===== src/rtl/set_assoc_lru_cache_tags_core_assert.svh =====
// Assertion macros for the cache tag store core.
// Included by the top level; no other dependencies.
`ifndef SET_ASSOC_LRU_CACHE_TAGS_CORE_ASSERT_SVH
`define SET_ASSOC_LRU_CACHE_TAGS_CORE_ASSERT_SVH

// Property must hold on every clock edge outside reset.
`define SALC_ASSERT(label, clk_s, rst_s, prop, msg) \
  label: assert property (@(posedge clk_s) disable iff (rst_s) (prop)) else $error(msg);

// Property checked during reset as well.
`define SALC_ASSERT_ALWAYS(label, clk_s, prop, msg) \
  label: assert property (@(posedge clk_s) (prop)) else $error(msg);

`endif


===== src/rtl/salc_pkg.sv =====
// Shared types and constants for the cache tag store core.
// No dependencies.
package salc_pkg;

  localparam int MAX_SET_BITS_DEF = 6;
  localparam int MAX_WAYS_DEF     = 8;
  localparam int AGE_WIDTH_DEF    = 32;
  localparam int ADDR_W           = 32;
  localparam int CNT_W            = 32;

  typedef enum logic [1:0] {
    OP_IFETCH = 2'd0,
    OP_LOAD   = 2'd1,
    OP_STORE  = 2'd2,
    OP_MODIFY = 2'd3
  } op_t;

  localparam logic [1:0] REG_SET_BITS   = 2'd0;
  localparam logic [1:0] REG_BLOCK_BITS = 2'd1;
  localparam logic [1:0] REG_WAYS       = 2'd2;

  localparam logic [2:0] SET_BITS_RST   = 3'd4;
  localparam logic [4:0] BLOCK_BITS_RST = 5'd4;
  localparam logic [3:0] WAYS_RST       = 4'd1;

  // Work entry passed from front to back.
  typedef struct packed {
    logic [ADDR_W-1:0] tag;
    logic [11:0]       set;
    logic [4:0]        ways;
    logic              last;
  } lookup_t;

endpackage


===== src/rtl/salc_front.sv =====
// Front end: accepts accesses, splits address, queues lookups.
// Depends on salc_pkg.
module salc_front import salc_pkg::*; #(
  parameter int MAX_SET_BITS = MAX_SET_BITS_DEF,
  parameter int MAX_WAYS     = MAX_WAYS_DEF
) (
  input  logic              clk,
  input  logic              rst,
  input  logic              in_valid,
  output logic              in_ready,
  input  logic [1:0]        in_op,
  input  logic [ADDR_W-1:0] in_address,
  input  logic [2:0]        set_bits,
  input  logic [4:0]        block_bits,
  input  logic [3:0]        ways_in_use,
  output logic              q_valid,
  input  logic              q_pop,
  output lookup_t           q_head
);
  // two-entry queue
  lookup_t    q [2];
  logic [1:0] cnt;
  logic       rd;
  logic       pend;   // second lookup of a modify pending
  lookup_t    pend_e;
  lookup_t    pend_next;
  lookup_t    e;
  logic [5:0] sb, sh;
  logic [63:0] shifted;
  logic [4:0] wy;
  logic       push;
  logic [ADDR_W-1:0] tag;

  always_comb begin
    sb = (6'(set_bits) > 6'(MAX_SET_BITS)) ? 6'(MAX_SET_BITS) : 6'(set_bits);
    sh = sb + 6'(block_bits);
    shifted = {32'd0, in_address} >> sh;
    tag = shifted[31:0];
    wy = (ways_in_use == 4'd0) ? 5'd1 :
         (5'(ways_in_use) > 5'(MAX_WAYS)) ? 5'(MAX_WAYS) : 5'(ways_in_use);
    e.tag  = tag;
    e.set  = 12'((({32'd0, in_address} >> block_bits) & ((64'd1 << sb) - 64'd1)));
    e.ways = wy;
    e.last = (in_op != OP_MODIFY);
    pend_next = e;
    pend_next.last = 1'b1;
  end

  assign in_ready = !pend && (cnt < 2'd2);
  logic acc;
  assign acc  = in_valid && in_ready;
  assign push = pend ? (cnt < 2'd2) : (acc && in_op != OP_IFETCH);
  assign q_valid = cnt != 2'd0;
  assign q_head  = q[rd];

  logic [0:0] wr;
  assign wr = rd ^ cnt[0];

  always_ff @(posedge clk) begin
    if (rst) begin
      cnt <= '0; rd <= 1'b0; pend <= 1'b0;
    end else begin
      cnt <= cnt + 2'(push) - 2'(q_pop);
      if (q_pop) rd <= ~rd;
      if (pend && push) pend <= 1'b0;
      else if (acc && in_op == OP_MODIFY) pend <= 1'b1;
    end
    if (push) q[wr] <= pend ? pend_e : e;
    if (acc) pend_e <= pend_next;
  end
endmodule


===== config.mk =====
export PLATFORM = sky130hd
export DESIGN_NAME = salc_front
export DESIGN_NICKNAME = d
export VERILOG_FILES = /design/src/rtl/set_assoc_lru_cache_tags_core_assert.svh /design/src/rtl/salc_pkg.sv /design/src/rtl/salc_front.sv
export SDC_FILE = /design/constraint.sdc
export NUM_CORES = 1
export LEC_CHECK = 0
export BUFFER_PORTS_ARGS = -buffer_cell sky130_fd_sc_hd__buf_2
export CAP_MARGIN = 15
export CORE_MARGIN = 5
export CORE_UTILIZATION = 50
export DETAILED_ROUTE_END_ITERATION = 8
export PLACE_DENSITY = 0.7
export SYNTH_ARGS = -nofsm -noshare
export SYNTH_HDL_FRONTEND = slang
export SYNTH_SLANG_ARGS = --single-unit

===== constraint.sdc =====
create_clock -name clk -period 5.9 [get_ports clk]
set_input_delay 1.77 -clock clk [delete_from_list [all_inputs] [get_ports clk]]
set_output_delay 1.77 -clock clk [all_outputs]
set_load 0.02 [all_outputs]

# After elaboration in Yosys (flattened, before gate mapping)
# Memory sizes are Yosys's and may differ from the RTL's. A register that Yosys moved wholly into a read port is not among the register bits.
# Cells that the tools add are included.
dict set report op_classes {
  reduce_logical 10
  n_addsub 4
  bitwise 3
  order_cmp 3
  muxes 9
  eq_ne 2
  shift 3
}
# cell n
set op_table {}
lappend op_table {{2-to-1 mux 50 bit} 1}
lappend op_table {{>> shifter 32 x 5 -> 12 bit} 1}
lappend op_table {{>> shifter 32 x 6 -> 32 bit} 1}
lappend op_table {{AND 12 bit} 1}
lappend op_table {{left shift 1 x 3 -> 12 bit, first input constant} 1}
lappend op_table {{subtractor 12 x 1 -> 12 bit, second input constant} 1}
lappend op_table {{2-to-1 mux 4 bit} 2}
lappend op_table {{adder 3 x 5 -> 6 bit} 1}
lappend op_table {{logical AND 1 bit} 5}
lappend op_table {{2-to-1 mux 1 bit} 5}
lappend op_table {{> comparator 4 bit, second input constant} 1}
lappend op_table {{logical NOT 4 bit} 1}
lappend op_table {{nonzero test 2 bit} 2}
lappend op_table {{> comparator 3 bit, second input constant} 1}
lappend op_table {{2-to-1 mux 3 bit} 1}
lappend op_table {{adder 2 x 1 -> 2 bit} 1}
lappend op_table {{equality test 2 bit, second input constant} 1}
lappend op_table {{less-than comparator 2 bit, second input constant} 1}
lappend op_table {{inequality test 2 bit, second input constant} 1}
lappend op_table {{OR reduction 2 bit} 1}
lappend op_table {{subtractor 2 x 1 -> 2 bit} 1}
lappend op_table {{logical NOT 1 bit} 1}
lappend op_table {{inverter 1 bit} 1}
lappend op_table {{bitwise XOR 1 bit} 1}
dict set report word_totals {
  ff_bits 53
  word_cells 41
  n_memories 1
  mem_bits_rw 100
  inputBits 50
}
# memory depth word_bits read_ports rd_clocked_by_memory_dff write_ports line_no
set mem_list {}
lappend mem_list {q 2 50 1 1 1 salc_front.sv:21} ;# lookup_t q [2];

# Longest topological paths before layout
dict set report logic_depth {
  depth_word 7
  mapped_depth 14
  mapped_depth_nobuf 11
}

# Worst setup path before layout
# Ideal clock, no wire load.
dict set report synth_path {
  path_type {input to register}
  startpoint {in in_valid}
  endpoint {reg pend_e[10] (netlist name), enable pin}
  required_time_ns 5.387
  path_slack_ns 0.310
  n_path_buf 0
  stages 2
  arrival_ns 5.077
  cell_sequence {inv_1 -> nor3_1}
}
dict set report synth_via {
  elab_chain_len 1
}
# element line_no
set synth_rtl {}
lappend synth_rtl {{start, declared} salc_front.sv:9} ;# input logic in_valid,
lappend synth_rtl {{logical AND 1 bit} salc_front.sv:51} ;# assign acc = in_valid && in_ready;
lappend synth_rtl {{named net acc} salc_front.sv:50} ;# logic acc;
lappend synth_rtl {{end signal, assigned} salc_front.sv:69} ;# if (acc) pend_e <= pend_next;
lappend synth_rtl {{end, declared} salc_front.sv:25} ;# lookup_t pend_e;
# The timed path passes the listed nets, and every way through them passes these cells.
# A chain may end at the register's enable or synchronous reset.

# Final worst setup path
dict set report layout_path {
  startpoint {in set_bits[1]}
  endpoint {mem q[0][39] (netlist name) (data pin)}
}
dict set report layout_via {
  elab_chain_len 5
}
# element line_no
set layout_rtl {}
lappend layout_rtl {{start, declared} salc_front.sv:13} ;# input logic [2:0] set_bits,
lappend layout_rtl {{> comparator 3 bit} salc_front.sv:35} ;# sb = (6'(set_bits) > 6'(MAX_SET_BITS)) ? 6'(MAX_SET_BITS) : 6'(set_bits);
lappend layout_rtl {{2-to-1 mux 3 bit (*)} salc_front.sv:35}
lappend layout_rtl {{adder 3 x 5 -> 6 bit (*)} salc_front.sv:36} ;# sh = sb + 6'(block_bits);
lappend layout_rtl {{>> shifter 32 x 6 -> 32 bit (*)} salc_front.sv:37} ;# shifted = {32'd0, in_address} >> sh;
lappend layout_rtl {{2-to-1 mux 50 bit (*)} salc_front.sv:68} ;# if (push) q[wr] <= pend ? pend_e : e;
lappend layout_rtl {{end, declared} salc_front.sv:21}
# Every way passes the cells marked *; elsewhere a longest branch is shown, timed or not.

==> summary.md <==
| Metric | Value |
|---|---|
| RSZ-0062 raised after global routing | false |
| Clock Tree Root | clkbuf_16 |
| Largest net degree at the start of global routing | 59 |
| Number of flops mapped to enable cells by yosys | 146 |
| Final Max Tran Viols | 0 |
| Final setup margin | 1.03 ns |
| Routed Antenna Nets | 0 |
| Final setup viols | 0 |
| Antenna violations before repair | 0 |
| Layout cells sized above 1 | a little under two fifths |
| Worst reg2reg startpoint | pend |
| CTS Buffer Depth | 2 |
| TritonCTS buffer count | 17 |
| Routability cong. | between 0.9 and 1 |
| Crit path buffers/inverters | 2 |
| Critical Path RT | ~6.1 ns |
| I/O pin cnt | 102 |
| Mean Syn Cell Area | roughly 14 um2 |
| F_max | between 200 and 250 MHz |
| Worst Tran Pin Value | 1.10 ns |
| #FFs+latches synth | 151 |
| Synth Cell Area | 9100 um2 |
| Highest-count cells in the layout ignoring fill and taps | edfxtp_1, buf_2, mux4_2 |
| Hold WS | 0.545 ns |
| Yosys warning count | 0 |
| Worst Path Class, Setup | primary input to register |
| Vias in the first global route | 6,354 |
| CTS tree | built |
| Setup TNS | 0 ns |
| Core area | approximately 18,000 um2 |
| Total track usage | between 20% and 30% |
| Vias post-DR | ~6,300 |
| DRT iter0 DRCs | between 600 and 700 |
| Die ar. | roughly 21,000 um2 |
| Post-synth cell types | between 60 and 70 |
| Post-CTS setup buffer count | 0 |
| Final net count | slightly above 800 |
| First-pass GRT wire length | about 36 mm |
| Biggest fanout along the worst timing path | 18 |
| Commonest non-fill, non-tap cell in the layout | edfxtp_1 |
| Maximum vdd drop | around 0.00024 V |
| Hold Crit Depth | 2 |
| Starting Density | roughly half |
| Post-CTS sizing | 0 |
| Most used DFF post-synth | edfxtp_1 |
| Crit path to | q[0][39] |
| I/O Buffers | 100 |
| Status | completed |
| FF-to-FF End | q[1][28] |
| Slew HR | between 20 and 30% |
| WL per Instance | roughly 23 um |
| Class of the worst hold path | register to register |
| Critical path launch point type | primary input |
| Crit share post-route | between 80 and 90% |
| Leak | between 3 and 4 nW |
| Worst setup EP type | register |
| Total grt overflow | 0 |
| Origin of the worst setup path | set_bits[1] |
| Pre-antenna DRT Iters | 5 |
| Post-route design area | a little over 10,000 um2 |
| Final hold vios | 0 |
| Layout Cells excl Fill | around 1,000 |
| Synth-to-Final Area Change | 13.7% |
| CP max stage delay | about 0.85 ns |
| DR DRC count | 0 |
| Crit-path slowest cell | xnor2_2 |
| R2R depth | 4 |
| Async SR Flop Fraction | 0% |
| Std cell rows | 49 |
| CP most frequent cell | nand2_1 |
| CP top delay family | simple AND/OR/NAND/NOR gates |
| Tmin final | roughly 5 ns |
| Final Skew | 0.00711 ns |
| CTS clk-pin slew, worst paths | about 0.060 ns |
| Total routed wirelength | 22.8 mm |
| Chip height | 145 um |
| Placed cell count | just under 1,000 |
| Antenna Diode Count | 0 |
| Crit-path cells | buf_2 > nand2_1 > and2_1 > ha_1 > inv_1 > fa_2 > nor2b_1 > o21ai_1 > xnor2_2 > nand2_1 > o31ai_1 |
| Max-cap violations | 0 |
| Power per standard cell area | 362 nW/um2 |
| Dpl cell area | around 10000 um2 |
| Seq/Total Area, Yosys | 49.3% |
| Via density | 6.28 |
| DP HPWL | between 15 and 20 mm |
| R2r setup slk | around 2.8 ns |
| Pre-CTS WS | approximately 0.62 ns |
| Worst-Skew Late Latency | about 0.42 ns |
| CP Depth | 11 |
| Clk sink count | around 150 |
| Die X | ~140 um |
| Arr. time, crit path | 5.04 ns |
| H-tree depth | 4 |
| Syn Inst Count | 667 |
| # hold bufs at CTS | 0 |
==> worst register-to-register path, stage by stage (launching register included) <==
cell      delay (ns)
dfxtp_2         1.05
clkinv_1        0.25
a21o_1          0.29
nor2_4          0.67
buf_4           0.47
==> power by group <==
group          leakage, nW  internal [W]  switching, W
clock                0.264      0.000618      0.000408
combinational         2.08      0.000452      0.000699
sequential            1.44       0.00150     0.0000736
total                 3.78       0.00257       0.00118
==> Yosys cell counts, drive strengths merged, types with 2 or more instances <==
cell	n	share of area [%]
xor2	2	0.40
o211ai	10	0.82
and2	10	0.71
a2bb2oi	2	0.19
nor2	48	2.0
nor3	5	0.27
mux4	68	17
xnor2	6	0.66
a211oi	7	0.58
and3	4	0.27
nor3b	2	0.16
nand3	6	0.33
mux2i	31	3.4
buf	31	2.2
a31oi	4	0.27
nor2b	11	0.76
o311ai	3	0.29
a21oi	19	1.1
a311o	2	0.22
clkbuf	21	0.87
nand4	2	0.14
o31ai	19	1.6
dfxtp	5	1.1
nand2b	3	0.21
mux2	66	8.2
nor4bb	2	0.22
nand2	58	2.4
a221oi	2	0.26
a21o	5	0.41
edfxtp	146	48
o21a	2	0.16
ha	5	0.69
o21ai	28	1.6
inv	16	0.66
==> routing by layer <==
metal  track usage [%]  wire, um  share of wire (%)  vias to the layer above
li1                  -         -                  -                     2794
met1              30.1      9580                 42                     3125
met2              34.5     10900                 48                      301
met3              4.61      1780                7.8                       39
met4              7.02       539                2.4                        0
met5                 0         0                  0                        -
==> worst min path at each step <==
stage,start,to,slack [ns]
after floorplan,pend_e[10],q[0][10],0.52
final,pend_e[35],q[0][35],0.54
after global routing,pend_e[1],q[1][1],0.57
after global placement,pend_e[12],q[0][12],0.52
after detailed placement,pend_e[35],q[0][35],0.53
after CTS,pend_e[35],q[0][35],0.54
==> stage by stage <==
step	utilization, %	total power [W]
final	57.6	0.00375
after global routing	57.6	0.00392
after CTS	57.6	0.00377
after detailed placement	54.5	0.00274
after global placement	54.3	0.00270
after floorplan	-	0.00239
==> area by class of cell <==
| cell class | count | area, um2 |
|---|---|---|
| clock buffer | 19 | 433 |
| inverter | 17 | 63.8 |
| clock inverter | 13 | 130 |
| timing repair buffer | 114 | 631 |
| sequential | 151 | 4490 |
| multi-input combinational | 453 | 4320 |
| tap | 229 | 287 |
| fill | 1473 | 7620 |
==> state kept, by name (all words and copies together) (netlist names), named ones only <==
register  flops
pend_e       48
q            98
rd            1
pend          1
cnt           2
==> cells by family (layout without fill, tap and decap cells) <==
logic type / after synthesis / in the layout / share of synthesized area [%]
compound gates: 112 / 112 / 8.51
flops: 151 / 151 / 49.3
buf+inv: 69 / 163 / 3.81
simple gates: 155 / 155 / 7.79
mux: 165 / 165 / 28.6
xor+xnor: 8 / 8 / 1.06
other cells: 1 / 7 / 0.0412
fa+ha+maj: 6 / 6 / 0.907
Power figures use the tool's default switching activity.
